==> config.mk <==
export PLATFORM = sky130hd
export DESIGN_NAME = tks_ctrl
export DESIGN_NICKNAME = d
export VERILOG_FILES = /design/src/rtl/tks_pkg.sv /design/src/rtl/tks_ctrl.sv
export SDC_FILE = /design/constraint.sdc
export NUM_CORES = 1
export LEC_CHECK = 0
export BUFFER_PORTS_ARGS = -buffer_cell sky130_fd_sc_hd__buf_2
export CORE_AREA = 2 2 39 41
export CTS_CLUSTER_DIAMETER = 100
export DETAILED_ROUTE_END_ITERATION = 16
export DIE_AREA = 0 0 41 43
export PLACE_DENSITY = 0.68
export SLEW_MARGIN = 20
export SYNTH_ARGS = -nofsm -noshare
export SYNTH_HDL_FRONTEND = slang
export SYNTH_SLANG_ARGS = --single-unit
==> constraint.sdc <==
create_clock -name clk -period 1.7 [get_ports clk]
set_input_delay 0.085 -clock clk [delete_from_list [all_inputs] [get_ports clk]]
set_output_delay 0.085 -clock clk [all_outputs]
set_load 0.02 [all_outputs]
==> src/rtl/tks_pkg.sv <==
// Shared types and constants for the topological sort engine.
// Used by the controller, the datapath and the top level; depends on nothing.
package tks_pkg;

  localparam int VTX_W            = 7;
  localparam int MAX_VERTICES_DEF = 64;

  localparam logic [VTX_W-1:0] VC_RESET = 7'd64;

  // Request codes.
  localparam logic REQ_EDGE = 1'b0;
  localparam logic REQ_RUN  = 1'b1;

  typedef struct packed {
    logic             req_type;
    logic [VTX_W-1:0] edge_from;
    logic [VTX_W-1:0] edge_to;
  } tks_req_t;

  typedef struct packed {
    logic [VTX_W-1:0] vertex;
    logic             is_last;
    logic             cycle_found;
  } tks_result_t;

  // Commands from the controller to the datapath.
  typedef struct packed {
    logic edge_load;
    logic edge_wr;
    logic run_init;
    logic s_inc;
    logic row_load;
    logic bit_adv;
    logic deg_dec;
    logic enq_mode;
    logic init_clr;
    logic init_chk;
    logic deq_get;
    logic finish;
  } tks_cmd_t;

  // Status from the datapath to the controller.
  typedef struct packed {
    logic edge_ok;
    logic disc_done;
    logic row_bit;
    logic scan_done;
    logic init_done;
    logic q_empty;
  } tks_stat_t;

endpackage

==> src/rtl/tks_ctrl.sv <==
// Controller state machine of the topological sort engine.
// Depends on tks_pkg for the command and status structs.
module tks_ctrl import tks_pkg::*; (
  input  logic      clk,
  input  logic      rst,
  input  logic      start,
  input  logic      req_type,
  input  tks_stat_t stat,
  output tks_cmd_t  cmd,
  output logic      busy
);

  localparam logic [3:0] S_IDLE    = 4'd0;
  localparam logic [3:0] S_E_RD    = 4'd1;
  localparam logic [3:0] S_E_WR    = 4'd2;
  localparam logic [3:0] S_D_CHK   = 4'd3;
  localparam logic [3:0] S_ROW_RD  = 4'd4;
  localparam logic [3:0] S_ROW_LD  = 4'd5;
  localparam logic [3:0] S_SCAN    = 4'd6;
  localparam logic [3:0] S_SCAN_WR = 4'd7;
  localparam logic [3:0] S_I_RD    = 4'd8;
  localparam logic [3:0] S_I_CHK   = 4'd9;
  localparam logic [3:0] S_P_DEQ   = 4'd10;
  localparam logic [3:0] S_P_GET   = 4'd11;
  localparam logic [3:0] S_FIN     = 4'd12;

  logic [3:0] state, state_next;
  // Low while rows above the vertex count are discounted, high while sorting.
  logic       mode, mode_next;

  always_ff @(posedge clk) begin
    if (rst) begin
      state <= S_IDLE;
      mode  <= 1'b0;
    end else begin
      state <= state_next;
      mode  <= mode_next;
    end
  end

  always_comb begin
    state_next   = state;
    mode_next    = mode;
    cmd          = '0;
    cmd.enq_mode = mode;
    case (state)
      S_IDLE: begin
        if (start) begin
          case (req_type)
            REQ_EDGE: begin
              if (stat.edge_ok) begin
                cmd.edge_load = 1'b1;
                state_next    = S_E_RD;
              end
            end
            REQ_RUN: begin
              cmd.run_init = 1'b1;
              mode_next    = 1'b0;
              state_next   = S_D_CHK;
            end
            default: ;
          endcase
        end
      end
      S_E_RD: begin
        state_next = S_E_WR;
      end
      S_E_WR: begin
        cmd.edge_wr = 1'b1;
        state_next  = S_IDLE;
      end
      S_D_CHK: begin
        if (stat.disc_done) begin
          cmd.init_clr = 1'b1;
          mode_next    = 1'b1;
          state_next   = S_I_RD;
        end else begin
          state_next = S_ROW_LD;
        end
      end
      S_ROW_RD: begin
        state_next = S_ROW_LD;
      end
      S_ROW_LD: begin
        cmd.row_load = 1'b1;
        state_next   = S_SCAN;
      end
      S_SCAN: begin
        if (stat.scan_done) begin
          if (mode) begin
            state_next = S_P_DEQ;
          end else begin
            cmd.s_inc  = 1'b1;
            state_next = S_D_CHK;
          end
        end else if (stat.row_bit) begin
          state_next = S_SCAN_WR;
        end else begin
          cmd.bit_adv = 1'b1;
        end
      end
      S_SCAN_WR: begin
        cmd.deg_dec = 1'b1;
        cmd.bit_adv = 1'b1;
        state_next  = S_SCAN;
      end
      S_I_RD: begin
        if (stat.init_done) begin
          state_next = S_P_DEQ;
        end else begin
          state_next = S_I_CHK;
        end
      end
      S_I_CHK: begin
        cmd.init_chk = 1'b1;
        state_next   = S_I_RD;
      end
      S_P_DEQ: begin
        if (stat.q_empty) begin
          state_next = S_FIN;
        end else begin
          state_next = S_P_GET;
        end
      end
      S_P_GET: begin
        cmd.deq_get = 1'b1;
        state_next  = S_ROW_RD;
      end
      S_FIN: begin
        cmd.finish = 1'b1;
        state_next = S_IDLE;
      end
      default: begin
        state_next = S_IDLE;
      end
    endcase
  end

  assign busy = (state != S_IDLE);

endmodule

==> flow_summary_export.csv <==
group,metric,value,unit
sta,fin_crit_sh,93.71,%
synth,synthCells,69,
clock_tree,clock_path_buffers,2,
critical_path,reg2reg_depth,4,
sta,rsz0062_at_grt,"false",
global_routing,globalRouteOverflowTotal,0,
finish,areaGrowthSynthToFinish,21.67,%
hold_path,hold_path_depth,2,
routing,wl_per_cell,11.81,um
synth,synth_mux_area_share,0,%
synth,synth-seq-area-share,19.05,%
clock_tree,postCtsSetupBuffers,0,
finish,layout-drive-gt1-share,35.96,%
sta,fin_tns_setup,0,ns
placed_design,hpwl,911.4,um
sta,setup_viol,0,
synth,synthSimpleGateAreaFrac,49.05,%
routing,vias,556,
synth,synth.avg_cell_area,7.616,um^2
hold_path,min_from,"rst",
sta,fmax,627.7,MHz
flow_run,cap_violations,0,
run_status,status,"completed",
critical_path,rr_startpoint,"state[2]",
clock_tree,clk_latency,0.24,ns
sta,slew_headroom,65.44,%
critical_path,path_cells,"nand2b_1 > nor3_1 > a2111oi_2 > and3_1",
clock_tree,htreeDepth,1,
floorplanning,core-area,0.001384,mm^2
floorplanning,ios,23,
pwr,max-vdd-ir-drop,0.4433,mV
hold_path,hold_end,"state[3]",
sta,finalCriticalPeriod,1.593,ns
pwr,p_per_area,979.7,mW/mm^2
critical_path,rrSetupSlack,0.11,ns
critical_path,r2r-end,"state[0]",
placed_design,io_buffers,22,
routing,routed_wl,1.240,mm
floorplanning,die-height,43,um
synth,synth_top_family_by_area,"simple AND/OR/NAND/NOR gates",
routing,avgViaCountPerCell,5.295,
global_routing,antenna_found_initial,0,
critical_path,cp.arrival,1.77,ns
finish,layout.nets,100,
global_routing,grt_pass1_vias,444,
routing,drc,0,
critical_path,slowest_delay,0.63,ns
critical_path,crit_fanout,14,
sta,fin_worst_skew,0.001380,ns
critical_path,crit_required,1.88,ns
synth,synth_xor_area_share,0,%
synth,yosys.area_share.adder,0,%
synth,ys.warnings.count,0,
sta,whs,0.06987,ns
routing,first_pass_iters,4,
floorplanning,die_x,41,um
synth,synth_compound_area_share,20.24,%
pwr,leakage,0.2761,nW
synth,netlist_area,525.5,um^2
clock_tree,cts_tree,"done",
floorplanning,rows,14,
placed_design,place.gp.congestion,0.7550,
floorplanning,die-area,0.001763,mm^2
finish,antenna_cells,0,
global_routing,grt_max_degree,19,
critical_path,worstSetupStartpointType,"register",
sta,slew_violations,0,
synth,syn_nets,79,
sta,hold_viol_final,0,
sta,tightest_slew,0.5177,ns
global_routing,grt_usage,16.10,%
floorplanning,initial_core_util,37.97,%
clock_tree,cts.clk_slew.worst_paths,0.04,ns
critical_path,slowest_stage,"dfxtp_1",
clock_tree,clock-sinks,5,
routing,drt-initial-drc-count,6,
routing,ant_nets,0,
clock_tree,cts-root-buf,"clkbuf_4",
critical_path,worstSetupPathType,"register to register",
synth,synth.distinct_cells,33,
synth,synth-seq-cells,5,
hold_path,min_path_type,"input pin to register",
critical_path,cp-end-kind,"register",
clock_tree,tritoncts.num_buffers,3,
global_routing,grt_pass1_wl,1.897,mm
[critical path, delay by kind of cell (launching register included)]
kind            cells  cell delay (ns)
compound gates      1             0.38
flops               1             0.63
simple gates        3             0.52
[cell type report]
type,count,area [um^2]
Clock buffer,4,26.28
Inverter,2,7.507
Tap cell,16,20.02
Timing Repair Buffer,22,110.1
Sequential cell,5,102.6
Multi-Input combinational cell,56,372.9
Fill cell,158,744.5
[per-stage QoR]
stage	instance area (um^2)	power, mW	util (%)	cells	setup WS, ns
final	639.4	0.6264	46.20	105	0.1069
after global routing	639.4	0.6791	46.20	105	0.001093
after detailed placement	601.8	0.4728	43.49	101	0.2037
after global placement	601.8	0.4710	43.49	101	0.2251
after CTS	628.1	0.6205	45.39	105	0.02100
after floorplan	525.5	0.4222	-	69	0.2327
[synth_stat cells (all sizes together)]
cell type / count / area, um^2
nor2: 11 / 41.29
nand2b: 7 / 43.79
buf: 6 / 53.79
dfxtp: 5 / 100.1
nand2: 4 / 15.01
a21oi: 3 / 15.01
nor3b: 3 / 27.52
o21ai: 3 / 15.01
a31oi: 2 / 12.51
and2b: 2 / 17.52
and3: 2 / 12.51
and4b: 2 / 20.02
inv: 2 / 7.510
nor2b: 2 / 12.51
nor3: 2 / 15.01
a2111oi: 1 / 15.01
a211oi: 1 / 7.510
a221oi: 1 / 8.760
and2: 1 / 6.260
nand4: 1 / 6.260
nand4b: 1 / 8.760
nand4bb: 1 / 11.26
nor4: 1 / 12.51
o221ai: 1 / 8.760
o22a: 1 / 8.760
o22ai: 1 / 6.260
o2bb2ai: 1 / 8.760
or2b: 1 / 7.510
[metal layers]
| layer | vias to the layer above | track usage, % | routed length [um] |
|---|---|---|---|
| li1 | 288 | - | - |
| met1 | 257 | 20.39 | 563 |
| met2 | 9 | 23.75 | 628 |
| met3 | 2 | 1.571 | 37 |
| met4 | 0 | 12.00 | 11 |
| met5 | - | 0 | 0 |
[flip-flops by register name (all words and copies together) (netlist names)]
name,flops
mode,1
state,4
[report_power, final]
| group | total, mW | leakage [nW] | switching [mW] | internal, mW |
|---|---|---|---|---|
| combinational | 0.279 | 0.220 | 0.143 | 0.136 |
| sequential | 0.212 | 0.0416 | 0.0735 | 0.138 |
| clock | 0.136 | 0.0150 | 0.0470 | 0.0886 |
[kinds of logic after synthesis]
| logic type | Yosys count |
|---|---|
| AO/OA/AOI/OAI | 15 |
| buffers and inverters | 8 |
| flip-flops | 5 |
| AND/OR/NAND/NOR | 41 |
[worst max path at each step]
stage                         from        to  slack, ns  cells after the start
after detailed placement  state[3]  state[0]       0.20                      4
after global routing      state[2]  state[1]      0.001                      4
after floorplan           state[2]  state[0]       0.23                      4
final                     state[2]  state[0]       0.11                      4
after CTS                 state[1]   cmd[10]       0.02                      3
after global placement    state[2]  state[0]       0.23                      4
[what timing repair did]
| item | in CTS | in global routing |
|---|---|---|
| hold buffers | 0 | 0 |
| gates resized for setup | 0 | 3 |
| setup endpoints to repair | 0 | 3 |
[cells in the final DEF, fill, tap and decap left out, types with 2 or more instances in the layout]
cell type  instances
buf_2             22
dfxtp_1            3
nand2b_1           7
a21oi_1            3
inv_1              2
dfxtp_2            2
clkbuf_4           3
o21ai_0            3
nor3b_1            2
and3_1             2
nor2_1            11
and4b_1            2
nand2_1            4
nor2b_1            2
a31oi_1            2
(Power assumes the default switching activity.)
